File: src/rtl/core/sync_length_xor_deframer_core_macros.svh
// Assertion macros for the deframer core.
// All uses assume the clock i_clk and the active-low reset i_rst_n in scope.
`ifndef SYNC_LENGTH_XOR_DEFRAMER_CORE_MACROS_SVH
`define SYNC_LENGTH_XOR_DEFRAMER_CORE_MACROS_SVH

`ifndef SYNTHESIS
// same-cycle implication
`define SLXD_ASSERT(label, ante, cons) \
    label: assert property (@(posedge i_clk) disable iff (!i_rst_n) (ante) |-> (cons)) \
        else $error("deframer assertion failed");
// next-cycle implication
`define SLXD_ASSERT_NEXT(label, ante, cons) \
    label: assert property (@(posedge i_clk) disable iff (!i_rst_n) (ante) |=> (cons)) \
        else $error("deframer assertion failed");
`else
`define SLXD_ASSERT(label, ante, cons)
`define SLXD_ASSERT_NEXT(label, ante, cons)
`endif

`endif

File: src/rtl/core/slxd_pkg.sv
package slxd_pkg;

    localparam int BUF_DEPTH = 256;
    localparam int OUT_BYTES = 8;
    localparam int WORD_W    = 64;

    localparam int ROWS   = (BUF_DEPTH + OUT_BYTES - 1) / OUT_BYTES;
    localparam int ROW_W  = (ROWS > 1) ? $clog2(ROWS) : 1;
    localparam int LANE_W = (OUT_BYTES > 1) ? $clog2(OUT_BYTES) : 1;

    localparam logic [7:0] SYNC_BYTE = 8'h55;
    localparam logic [7:0] MIN_LEN   = 8'd3;

    localparam logic KIND_DATA = 1'b0;
    localparam logic KIND_ERR  = 1'b1;

    localparam logic [1:0] OUTQ_DEPTH = 2'd2;

    typedef logic [OUT_BYTES-1:0][7:0] t_row;

    typedef struct packed {
        logic              en;
        logic [ROW_W-1:0]  row;
        logic [LANE_W-1:0] lane;
        logic [7:0]        data;
    } t_wr;

    typedef struct packed {
        logic             en;
        logic [ROW_W-1:0] row;
    } t_rd;

    typedef struct packed {
        logic              kind;
        logic [WORD_W-1:0] word;
        logic [3:0]        count;
        logic              last;
    } t_res;

endpackage

File: src/rtl/core/sync_length_xor_deframer_core.sv
// Byte-stream deframer with XOR checksum.
// Input channel (i_in_valid / o_in_ready / i_rx_byte): one stream byte per
// transfer. The core hunts for sync 0x55, takes the next byte as total length N,
// then N-3 payload bytes and a checksum byte. Bytes are taken at one per cycle
// while a frame is collected, save that the length byte waits for queue room.
// Output channel (o_out_valid / i_out_ready): a frame that passes the checksum
// is sent as ceil(N/8) words, first byte in bits 7..0, unused bytes zero,
// o_last on the final word. A failed checksum drops the frame with no output.
// A length below 3 yields one word with o_kind set, the length byte in
// o_frame_word, o_byte_count 1 and o_last 1.
// After the checksum transfer the core enters the emit phase; each word is read
// from the frame store into a register, then pushed into the output queue.
// Words follow one per cycle while the queue has room. Input is held off while
// a frame is read out; the single read port of the frame store sets the output rate.
// A 2-entry output queue decouples the receiver; when it stalls, store reads
// pause and, during readout, input stays held off. The length byte waits
// for queue room.
// Reset (synchronous, i_rst_n low) returns to sync hunt with an empty queue;
// the frame store needs no clearing.
module sync_length_xor_deframer_core
    import slxd_pkg::*;
(
    input  logic        i_clk,
    input  logic        i_rst_n,
    input  logic        i_in_valid,
    output logic        o_in_ready,
    input  logic [7:0]  i_rx_byte,
    output logic        o_out_valid,
    input  logic        i_out_ready,
    output logic        o_kind,
    output logic [63:0] o_frame_word,
    output logic [3:0]  o_byte_count,
    output logic        o_last
);

`include "sync_length_xor_deframer_core_macros.svh"

    typedef enum logic [4:0] {
        PH_HUNT = 5'b00001,
        PH_LEN  = 5'b00010,
        PH_BODY = 5'b00100,
        PH_SUM  = 5'b01000,
        PH_EMIT = 5'b10000
    } t_phase;

    t_phase            r_phase, n_phase;
    logic [7:0]        r_len, n_len;
    logic [7:0]        r_idx, n_idx;
    logic [7:0]        r_xor, n_xor;
    logic [ROW_W-1:0]  r_wrow, n_wrow;
    logic [LANE_W-1:0] r_wlane, n_wlane;
    logic [ROW_W-1:0]  r_rrow, n_rrow;
    logic [7:0]        r_rem, n_rem;
    logic              r_pvalid, n_pvalid;
    logic [3:0]        r_pcnt, n_pcnt;
    logic              r_plast, n_plast;

    t_wr        wr;
    t_rd        rd;
    t_row       rdata;
    logic       accept, pop, space, err_push, push_valid, rd_issue;
    t_res       err_res, data_res, push_res, head;
    logic [1:0] fifo_cnt;
    logic [2:0] occ;
    logic [ROW_W-1:0]  pos_row;
    logic [LANE_W-1:0] pos_lane;
    logic [8:0]        idx_next2;
    logic [3:0]        iss_cnt;

    slxd_store u_store (
        .i_clk   (i_clk),
        .i_wr    (wr),
        .i_rd    (rd),
        .o_rdata (rdata)
    );

    slxd_outq u_outq (
        .i_clk       (i_clk),
        .i_rst_n     (i_rst_n),
        .i_push      (push_valid),
        .i_push_data (push_res),
        .i_pop       (pop),
        .o_valid     (o_out_valid),
        .o_head      (head),
        .o_count     (fifo_cnt)
    );

    assign pop   = o_out_valid & i_out_ready;
    assign occ   = {1'b0, fifo_cnt} + {2'b00, r_pvalid} - {2'b00, pop};
    assign space = (occ < 3'({1'b0, OUTQ_DEPTH}));

    always_comb begin
        case (r_phase)
            PH_HUNT, PH_BODY, PH_SUM: o_in_ready = 1'b1;
            PH_LEN:                   o_in_ready = space;
            default:                  o_in_ready = 1'b0;
        endcase
    end

    assign accept = i_in_valid & o_in_ready;

    // write pointer: sync always lands at the first slot
    assign pos_row  = (r_phase == PH_HUNT) ? '0 : r_wrow;
    assign pos_lane = (r_phase == PH_HUNT) ? '0 : r_wlane;
    assign idx_next2 = {1'b0, r_idx} + 9'd2;
    assign iss_cnt = ({1'b0, r_rem} > 9'(OUT_BYTES)) ? 4'(OUT_BYTES) : r_rem[3:0];
    assign rd_issue = (r_phase == PH_EMIT) && space;

    always_comb begin
        n_phase  = r_phase;
        n_len    = r_len;
        n_idx    = r_idx;
        n_xor    = r_xor;
        n_wrow   = r_wrow;
        n_wlane  = r_wlane;
        n_rrow   = r_rrow;
        n_rem    = r_rem;
        n_pvalid = 1'b0;
        n_pcnt   = r_pcnt;
        n_plast  = r_plast;
        err_push = 1'b0;
        wr.en    = 1'b0;
        wr.row   = pos_row;
        wr.lane  = pos_lane;
        wr.data  = i_rx_byte;
        rd.en    = rd_issue;
        rd.row   = r_rrow;

        if (accept && r_phase != PH_HUNT) begin
            // default advance of the write pointer for stored bytes
            if (pos_lane == LANE_W'(OUT_BYTES - 1)) begin
                n_wlane = '0;
                n_wrow  = pos_row + 1'b1;
            end else begin
                n_wlane = pos_lane + 1'b1;
            end
        end

        case (r_phase)
            PH_HUNT: begin
                if (accept && i_rx_byte == SYNC_BYTE) begin
                    wr.en   = 1'b1;
                    n_xor   = SYNC_BYTE;
                    n_idx   = 8'd1;
                    n_phase = PH_LEN;
                    if (OUT_BYTES == 1) begin
                        n_wrow  = ROW_W'(1);
                        n_wlane = '0;
                    end else begin
                        n_wrow  = '0;
                        n_wlane = LANE_W'(1);
                    end
                end
            end
            PH_LEN: begin
                if (accept) begin
                    if (i_rx_byte < MIN_LEN || {1'b0, i_rx_byte} > 9'(BUF_DEPTH)) begin
                        err_push = 1'b1;
                        n_idx    = '0;
                        n_phase  = PH_HUNT;
                    end else begin
                        wr.en   = 1'b1;
                        n_len   = i_rx_byte;
                        n_xor   = r_xor ^ i_rx_byte;
                        n_idx   = 8'd2;
                        n_phase = (i_rx_byte == MIN_LEN) ? PH_SUM : PH_BODY;
                    end
                end
            end
            PH_BODY: begin
                if (accept) begin
                    wr.en = 1'b1;
                    n_xor = r_xor ^ i_rx_byte;
                    n_idx = r_idx + 8'd1;
                    if (idx_next2 >= {1'b0, r_len}) begin
                        n_phase = PH_SUM;
                    end
                end
            end
            PH_SUM: begin
                if (accept) begin
                    // checksum sits at position N-1, the current pointer
                    wr.en = 1'b1;
                    n_idx = '0;
                    if (i_rx_byte == r_xor) begin
                        n_phase = PH_EMIT;
                        n_rem   = r_len;
                        n_rrow  = '0;
                    end else begin
                        n_phase = PH_HUNT;
                    end
                end
            end
            PH_EMIT: begin
                if (rd_issue) begin
                    n_pvalid = 1'b1;
                    n_pcnt   = iss_cnt;
                    n_plast  = ({1'b0, r_rem} <= 9'(OUT_BYTES));
                    n_rem    = r_rem - {4'd0, iss_cnt};
                    n_rrow   = r_rrow + 1'b1;
                    if ({1'b0, r_rem} <= 9'(OUT_BYTES)) begin
                        n_phase = PH_HUNT;
                    end
                end
            end
            default: begin
                n_phase = PH_HUNT;
            end
        endcase
    end

    always_ff @(posedge i_clk) begin
        if (!i_rst_n) begin
            r_phase  <= PH_HUNT;
            r_len    <= '0;
            r_idx    <= '0;
            r_xor    <= '0;
            r_wrow   <= '0;
            r_wlane  <= '0;
            r_rrow   <= '0;
            r_rem    <= '0;
            r_pvalid <= 1'b0;
        end else begin
            r_phase  <= n_phase;
            r_len    <= n_len;
            r_idx    <= n_idx;
            r_xor    <= n_xor;
            r_wrow   <= n_wrow;
            r_wlane  <= n_wlane;
            r_rrow   <= n_rrow;
            r_rem    <= n_rem;
            r_pvalid <= n_pvalid;
        end
    end

    always_ff @(posedge i_clk) begin
        r_pcnt  <= n_pcnt;
        r_plast <= n_plast;
    end

    // bytes past the frame end in the last row are zeroed
    always_comb begin
        data_res.kind  = KIND_DATA;
        data_res.word  = '0;
        data_res.count = r_pcnt;
        data_res.last  = r_plast;
        for (int k = 0; k < OUT_BYTES; k++) begin
            if (4'(k) < r_pcnt) begin
                data_res.word[k*8 +: 8] = rdata[k];
            end
        end
    end

    always_comb begin
        err_res.kind  = KIND_ERR;
        err_res.word  = {{(WORD_W - 8){1'b0}}, i_rx_byte};
        err_res.count = 4'd1;
        err_res.last  = 1'b1;
    end

    assign push_valid = r_pvalid | err_push;
    assign push_res   = r_pvalid ? data_res : err_res;

    assign o_kind       = head.kind;
    assign o_frame_word = head.word;
    assign o_byte_count = head.count;
    assign o_last       = head.last;

    `SLXD_ASSERT(a_no_push_collision, r_pvalid, !err_push)
    `SLXD_ASSERT(a_queue_no_overflow, push_valid, (fifo_cnt != OUTQ_DEPTH) || pop)
    `SLXD_ASSERT_NEXT(a_emit_ends_in_hunt, rd_issue && n_plast, r_phase == PH_HUNT)

endmodule

File: src/rtl/core/slxd_store.sv
module slxd_store
    import slxd_pkg::*;
(
    input  logic i_clk,
    input  t_wr  i_wr,
    input  t_rd  i_rd,
    output t_row o_rdata
);

    // one row holds one output word; bytes land through lane enables
    t_row r_mem [ROWS];
    t_row r_rdata;

    always_ff @(posedge i_clk) begin
        if (i_wr.en) begin
            r_mem[i_wr.row][i_wr.lane] <= i_wr.data;
        end
        if (i_rd.en) begin
            r_rdata <= r_mem[i_rd.row];
        end
    end

    assign o_rdata = r_rdata;

endmodule

File: src/rtl/core/slxd_outq.sv
module slxd_outq
    import slxd_pkg::*;
(
    input  logic       i_clk,
    input  logic       i_rst_n,
    input  logic       i_push,
    input  t_res       i_push_data,
    input  logic       i_pop,
    output logic       o_valid,
    output t_res       o_head,
    output logic [1:0] o_count
);

    t_res       r_ent [2];
    logic       r_wp, r_rp;
    logic [1:0] r_cnt;

    always_ff @(posedge i_clk) begin
        if (!i_rst_n) begin
            r_wp  <= 1'b0;
            r_rp  <= 1'b0;
            r_cnt <= '0;
        end else begin
            if (i_push) begin
                r_wp <= ~r_wp;
            end
            if (i_pop) begin
                r_rp <= ~r_rp;
            end
            r_cnt <= r_cnt + {1'b0, i_push} - {1'b0, i_pop};
        end
    end

    always_ff @(posedge i_clk) begin
        if (i_push) begin
            r_ent[r_wp] <= i_push_data;
        end
    end

    assign o_valid = (r_cnt != 2'd0);
    assign o_head  = r_ent[r_rp];
    assign o_count = r_cnt;

endmodule
File: config.mk
export PLATFORM = sky130hd
export DESIGN_NAME = sync_length_xor_deframer_core
export DESIGN_NICKNAME = d
export VERILOG_FILES = /design/src/rtl/core/slxd_pkg.sv /design/src/rtl/core/sync_length_xor_deframer_core.sv /design/src/rtl/core/slxd_store.sv /design/src/rtl/core/slxd_outq.sv
export VERILOG_INCLUDE_DIRS = /design/src /design/src/rtl/core
export SDC_FILE = /design/constraint.sdc
export NUM_CORES = 2
export LEC_CHECK = 0
export BUFFER_PORTS_ARGS = -buffer_cell sky130_fd_sc_hd__buf_2
export CAP_MARGIN = 0
export CORE_MARGIN = 5
export CORE_UTILIZATION = 55
export DETAILED_ROUTE_END_ITERATION = 10
export GPL_ROUTABILITY_DRIVEN = 0
export PLACE_DENSITY = 0.77
export SLEW_MARGIN = 40
export SYNTH_ARGS = -nofsm -noshare
export SYNTH_HDL_FRONTEND = slang
export SYNTH_SLANG_ARGS = --single-unit
File: constraint.sdc
create_clock -name i_clk -period 7.4 [get_ports i_clk]
set_input_delay 0.74 -clock i_clk [delete_from_list [all_inputs] [get_ports i_clk]]
set_output_delay 0.74 -clock i_clk [all_outputs]
set_load 0.02 [all_outputs]
; Yosys cells after proc, flatten, opt, wreduce, memory -nomap -nowiden
; Memory sizes are Yosys's and may differ from the RTL's. A register that Yosys moved wholly into a read port is not among the register bits.
; Index checks and enable logic that the tools add are counted.
[word_totals]
regBits = 60
latchBits = 0
ram_bits = 2188
romBits = 0
inputBits = 12
output_inout_bits = 72
memories = 2
[op_classes]
addsub = 10
multipliers = 0
n_div = 0
n_lt_le_gt_ge = 16
n_eq_ne = 19
n_shift = 0
muxes = 68
bitwise = 7
reduce_logical = 18
[mem_list]
columns = name, depth, word_bits, read_ports, rd_clocked_by_memory_dff, wr, line_no
row1 = u_store.r_mem, 32, 64, 1, 1, 1, slxd_store.sv:11  ; t_row r_mem [ROWS];
row2 = u_outq.r_ent, 2, 70, 1, 1, 1, slxd_outq.sv:14  ; t_res r_ent [2];
[op_table]
columns = op, n
row1 = 8-bit 2-to-1 mux, 20
row2 = 5-bit 2-to-1 mux, 16
row3 = 70-bit 2-to-1 mux, 1
row4 = 64-bit 2-to-1 mux, 1
row5 = 8-bit case mux with 4 select lines, 1
row6 = 5-bit case mux with 5 select lines, 1
row7 = 8-bit demux with 3-bit select, 1
row8 = 8-bit case mux with 3 select lines, 1
row9 = "3-bit by 4-bit < comparator with 1-bit output, first input constant", 4
row10 = 8-bit case mux with 2 select lines, 1
row11 = 3-bit 2-to-1 mux, 5
row12 = "2-bit != test, second input constant", 7
row13 = 1-bit 2-to-1 mux, 13
row14 = 4-bit 2-to-1 mux, 3
row15 = "5-bit by 1-bit adder with 5-bit output, second input constant", 2
row16 = 5-bit case mux with 2 select lines, 1
row17 = 5-bit AND reduction, 2
row18 = "8-bit by 2-bit adder with 9-bit output, second input constant", 1
row19 = 9-bit by 8-bit greater-or-equal comparator with 1-bit output, 1
row20 = "8-bit by 9-bit > comparator with 1-bit output, second input constant", 1
row21 = "8-bit by 1-bit adder with 8-bit output, second input constant", 1
row22 = "8-bit by 2-bit equality test with 1-bit output, second input constant", 1
row23 = "8-bit by 7-bit equality test with 1-bit output, second input constant", 1
row24 = 8-bit equality test, 1
row25 = other kinds (40), 51

; Longest topological paths before layout
[logic_depth]
word_depth = 11
ltp_mapped = 14
depth_no_buf = 14

; Cells and area by module
; A second synthesis with hierarchy kept.
[hier_totals]
hier_cells = 4141
area_unflattened_um2 = 90211.5
[modules_own_cells]
columns = module, instances, cells_each, area_each_um2
row1 = slxd_store, 1, 3402, 80737.4
row2 = slxd_outq, 1, 238, 5627.9
row3 = sync_length_xor_deframer_core, 1, 501, 3846.2

; Worst setup path before layout
; Ideal clock, no wire load.
[synth_timing]
kind = input port to flip-flop
start = input i_out_ready
end = memory u_outq.r_ent[1][0] (netlist bit) (enable)
setup_time_ps = 508
arrival_time_ps = 5625
path_slack_ps = 1266
cell_stages = 8
path_cell_list = and2_1 > ha_1 > nor2_1 > fa_1 > nand4bb_1 > a21boi_2 > a21oi_1 > nor2b_1
[synth_between]
elab_chain_len = 10
[synth_lines]
columns = element, line_no
row1 = "start, declared", sync_length_xor_deframer_core.sv:29  ; input logic i_out_ready,
row2 = 1-bit bitwise AND, sync_length_xor_deframer_core.sv:88  ; assign pop = o_out_valid & i_out_ready;
row3 = 3-bit by 1-bit subtractor with 3-bit output, sync_length_xor_deframer_core.sv:89  ; assign occ = {1'b0, fifo_cnt} + {2'b00, r_pvalid} - {2'b00, pop};
row4 = 3-bit by 2-bit < comparator with 1-bit output, sync_length_xor_deframer_core.sv:90  ; assign space = (occ < 3'({1'b0, OUTQ_DEPTH}));
row5 = 1-bit case mux with 2 select lines, sync_length_xor_deframer_core.sv:93  ; case (r_phase)
row6 = 1-bit bitwise AND, sync_length_xor_deframer_core.sv:100  ; assign accept = i_in_valid & o_in_ready;
row7 = 1-bit 2-to-1 mux, sync_length_xor_deframer_core.sv:156  ; if (accept) begin
row8 = 1-bit 2-to-1 mux, sync_length_xor_deframer_core.sv:139  ; case (r_phase)
row9 = 1-bit bitwise OR, sync_length_xor_deframer_core.sv:261  ; assign push_valid = r_pvalid | err_push;
row10 = 1-bit 2-to-1 mux, slxd_outq.sv:35  ; if (i_push) begin
row11 = 1-bit 2-to-1 mux (not written as such), slxd_outq.sv:36  ; r_ent[r_wp] <= i_push_data;
row12 = "end, declared", slxd_outq.sv:14
; Every way passes these cells.

; Worst setup path in the final report
[layout_timing]
start = register r_pvalid
end = memory u_store.r_mem[19][8] (netlist bit) (enable)
[layout_between]
elab_chain_len = 10
word_cells_on_any_way = 12
classes_between = 2 x add/sub / 1 x order compare / 7 x mux / 1 x bitwise / 1 x reduce/logical
[layout_lines]
columns = element, line_no
row1 = "start, declared", sync_length_xor_deframer_core.sv:54  ; logic r_pvalid, n_pvalid;
row2 = "start signal, assigned", sync_length_xor_deframer_core.sv:232  ; r_pvalid <= n_pvalid;
row3 = 2-bit by 1-bit adder with 3-bit output *, sync_length_xor_deframer_core.sv:89
row4 = 3-bit by 1-bit subtractor with 3-bit output *, sync_length_xor_deframer_core.sv:89
row5 = 3-bit by 2-bit < comparator with 1-bit output *, sync_length_xor_deframer_core.sv:90
row6 = 1-bit case mux with 2 select lines *, sync_length_xor_deframer_core.sv:93
row7 = 1-bit bitwise AND *, sync_length_xor_deframer_core.sv:100
row8 = 1-bit logical AND, sync_length_xor_deframer_core.sv:141  ; if (accept && i_rx_byte == SYNC_BYTE) begin
row9 = 1-bit 2-to-1 mux, sync_length_xor_deframer_core.sv:141
row10 = 1-bit case mux with 3 select lines *, sync_length_xor_deframer_core.sv:139
row11 = 1-bit 2-to-1 mux *, slxd_store.sv:15  ; if (i_wr.en) begin
row12 = 64-bit 2-to-1 mux (not written as such) *, slxd_store.sv:16  ; r_mem[i_wr.row][i_wr.lane] <= i_wr.data;
row13 = "end, declared", slxd_store.sv:11
; Every way passes the cells marked *; elsewhere a longest branch is shown, timed or not.

==> impl_metrics.csv <==
group,metric,value,unit
yosys,synthesis.nets,4080,
yosys,yosysMostFrequentCell,"edfxtp_1",
floorplan,num_rows,148,
timing,worstMarginPinSlew,0.9538,ns
worst_hold_path,hp-class,"input pin to flip-flop",
power_and_ir_drop,combPwrFrac,2.4,%
clocking,cts-htree-levels,4,
floorplan,die_h,413.7,µm
timing,tns,0,ns
critical_path,path_max_fanout,32,
clocking,cts_root_buffer,"clkbuf_16",
yosys,synth_area_leaders,"edfxtp_1, mux4_2, mux2_2",
power_and_ir_drop,ir_drop,0.2878,mV
clocking,path_clk_slew,0.07,ns
timing,finalSetupViolCount,0,
detailed_routing,drc,0,
cells_and_area,post_route_cells_drive_above_1_share,30.21,%
timing,period_share,67.92,%
power_and_ir_drop,power_frac_seq,54.3,%
yosys,yosysSeqAreaShare,76.85,%
placed_design,hpwl,131.0,mm
power_and_ir_drop,cellPowerDensity,264.6,nW/µm²
timing,max_freq,199.0,MHz
floorplan,core,162400,µm²
yosys,avgSynthCellArea,22.16,µm²
critical_path,cp-end-kind,"flip-flop",
clocking,cts-hold-fix-buffers,0,
detailed_routing,viasPerCell,6.736,
global_routing,grt_pass1_wl,324.9,mm
detailed_routing,ant_nets,0,
critical_path,arrival,5.47,ns
critical_path,startpoint_type,"flip-flop",
global_routing,grt_util_all_layers,26.76,%
yosys,synth.largest_area_cell,"edfxtp_1",
clocking,ctsLongestPathBuffers,3,
timing,report.final.slew_viol_count,0,
yosys,synth_area,89650,µm²
floorplan,dieArea,171200,µm²
power_and_ir_drop,intPower,21.16,mW
floorplan,pin_count,84,
timing,period_minus_slack,5.026,ns
yosys,synthFlopType,"edfxtp_1",
worst_hold_path,hold_depth,1,
cells_and_area,multi_input_area,19820,µm²
detailed_routing,drt_iter0_drc,6806,
timing,rsz0062_at_grt,"false",
run,maxCapViolCount,0,
yosys,ys_top_cells_by_count,"edfxtp_1, mux4_2, nor2_1, mux2_2, clkbuf_1",
critical_path,worstPathRequired,7.84,ns
clocking,numCtsBuffers,212,
power_and_ir_drop,fin_total_pwr,26.55,mW
detailed_routing,via_count,44340,
floorplan,dieWidth,413.7,µm
detailed_routing,drtPass1Iterations,5,
placed_design,portBuffers,83,
cells_and_area,syn2layout_area_growth,11.93,%
detailed_routing,routed_wl,227.6,mm
floorplan,initial_core_util,55.20,%
run_status,status,"complete, no violations",
yosys,yosys_warnings,0,
power_and_ir_drop,leakagePower,30.50,nW
global_routing,grt_max_degree,139,
cells_and_area,fill_cells,10480,
detailed_routing,wire_per_inst,34.58,µm
clocking,postCtsSetupBuffers,0,
yosys,syn_inst,4046,
clocking,clock_sinks,2313,
cells_and_area,layout.area.seq,68920,µm²
yosys,ys_ff_latch,2313,
global_routing,antenna_found_initial,8,
global_routing,grt_overflow_total,0,
yosys,synth_cell_types,72,
clocking,insertion_delay,0.84,ns
timing,clock_skew,0.03851,ns
power_and_ir_drop,switching_share,20.32,%
timing,slew_headroom,36.19,%
power_and_ir_drop,switching_power,5.396,mW
cells_and_area,final_nets,4256,
critical_path,critPathKind,"flip-flop to flip-flop",
global_routing,grt_pass1_vias,43070,
clocking,cts_tree,"built",
yosys,synth_top_area_share,75.60,%
power_and_ir_drop,pwr-share-clk,43.4,%
timing,hold_viol_final,0,
critical_path,r2r_cells,9,
yosys,synth_edf_count,2257,
yosys,ys_async_sr_fraction,0,%
clocking,cts_resized,0,
cells_and_area,postLayoutCoreUtil,61.79,%
[cell type report]
cell class,instances,share of cell area (%)
antenna,5,0.01247
sequential,2313,68.68
inverter,28,0.1072
clock buffer,235,5.458
tap,2175,2.712
clock inverter,159,1.853
timing repair buffer,175,1.421
multi-input combinational,1492,19.75
[power by group through the flow]
| stage | Clock, mW | Combinational, mW | Sequential (mW) |
|---|---|---|---|
| after detailed placement | 0 | 0.614 | 14.7 |
| after CTS | 11.6 | 0.617 | 14.4 |
| after global routing | 12.2 | 0.660 | 14.4 |
| after global placement | 0 | 0.601 | 14.7 |
| final | 11.5 | 0.624 | 14.4 |
| after floorplan | 0 | 0.290 | 14.7 |
[state kept, by name (all words and copies together) (netlist names), named ones only]
name,flops
r_phase,5
u_outq.r_ent,140
u_outq.o_count,2
u_store.o_rdata,64
u_store.r_mem,2048
r_idx,8
r_wrow,5
u_outq.r_rp,1
r_pvalid,1
r_rrow,5
r_pcnt,4
r_xor,8
r_rem,8
u_outq.r_wp,1
r_plast,1
r_len,8
r_wlane,3
[routing by layer]
metal,global-route usage [%],up-vias,part of all wire [%]
met2,40.85,3769,47
met3,6.771,448,12
met5,0,-,0.017
li1,-,17230,-
met1,38.40,22890,37
met4,9.286,6,3.8
[stage by stage]
| stage | instance area (µm²) | hold slack, ns | setup slack (ns) | std cells |
|---|---|---|---|---|
| 5_1_grt | 100300 | 0.2551 | 2.197 | 6577 |
| 4_1_cts | 100300 | 0.2474 | 2.502 | 6575 |
| 3_3_place_gp | 92760 | 0.4798 | 2.214 | 6177 |
| 3_5_place_dp | 92910 | 0.4869 | 2.303 | 6181 |
| 2_1_floorplan | 89650 | 0.4528 | 1.266 | 4046 |
| 6_report | 100300 | 0.3013 | 2.374 | 6582 |
[critical path, cell delays in order (launching register included)]
cell and delay (ns):
dfxtp_1 0.68, clkinv_1 0.43, nor2_1 0.23, fa_1 0.47, nand4bb_1 0.32, a21boi_2 0.68
a22o_2 0.64, nand3_1 0.21, buf_4 0.34, nor2_1 0.65
[final timing paths]
check                from                   end  slack (ns)
max reg2reg      r_pvalid  u_store.r_mem[19][8]        2.37
max              r_pvalid  u_store.r_mem[19][8]        2.37
min reg2reg      r_len[0]              r_rem[0]        0.50
min          i_rx_byte[6]  u_store.r_mem[5][14]        0.30
[placed cells by master (no fill, tap or decap), drive strengths merged, types with 15 or more instances in the layout]
cell type	Yosys	final
nor2	312	312
and2	60	60
and3	15	15
buf	81	167
edfxtp	2257	2257
o21ai	28	28
a21oi	46	46
bufinv	0	37
mux2	134	134
mux4	640	640
dfxtp	56	56
ha	21	21
nand2	69	69
nand3	20	20
clkinv	2	86
inv	26	35
clkinvlp	0	29
clkbuf	132	243
[kinds of logic (layout without fill, tap and decap cells)]
logic type,count (synthesis),in the layout,share of synthesized area [%]
compound gates,144,144,1.072
xor+xnor,18,18,0.1759
fa+ha+maj,22,22,0.3154
buf+inv,241,597,1.105
flops,2313,2313,76.85
mux,778,778,17.81
other cells,1,6,0.004183
simple gates,529,529,2.667
(Power assumes the default switching activity.)
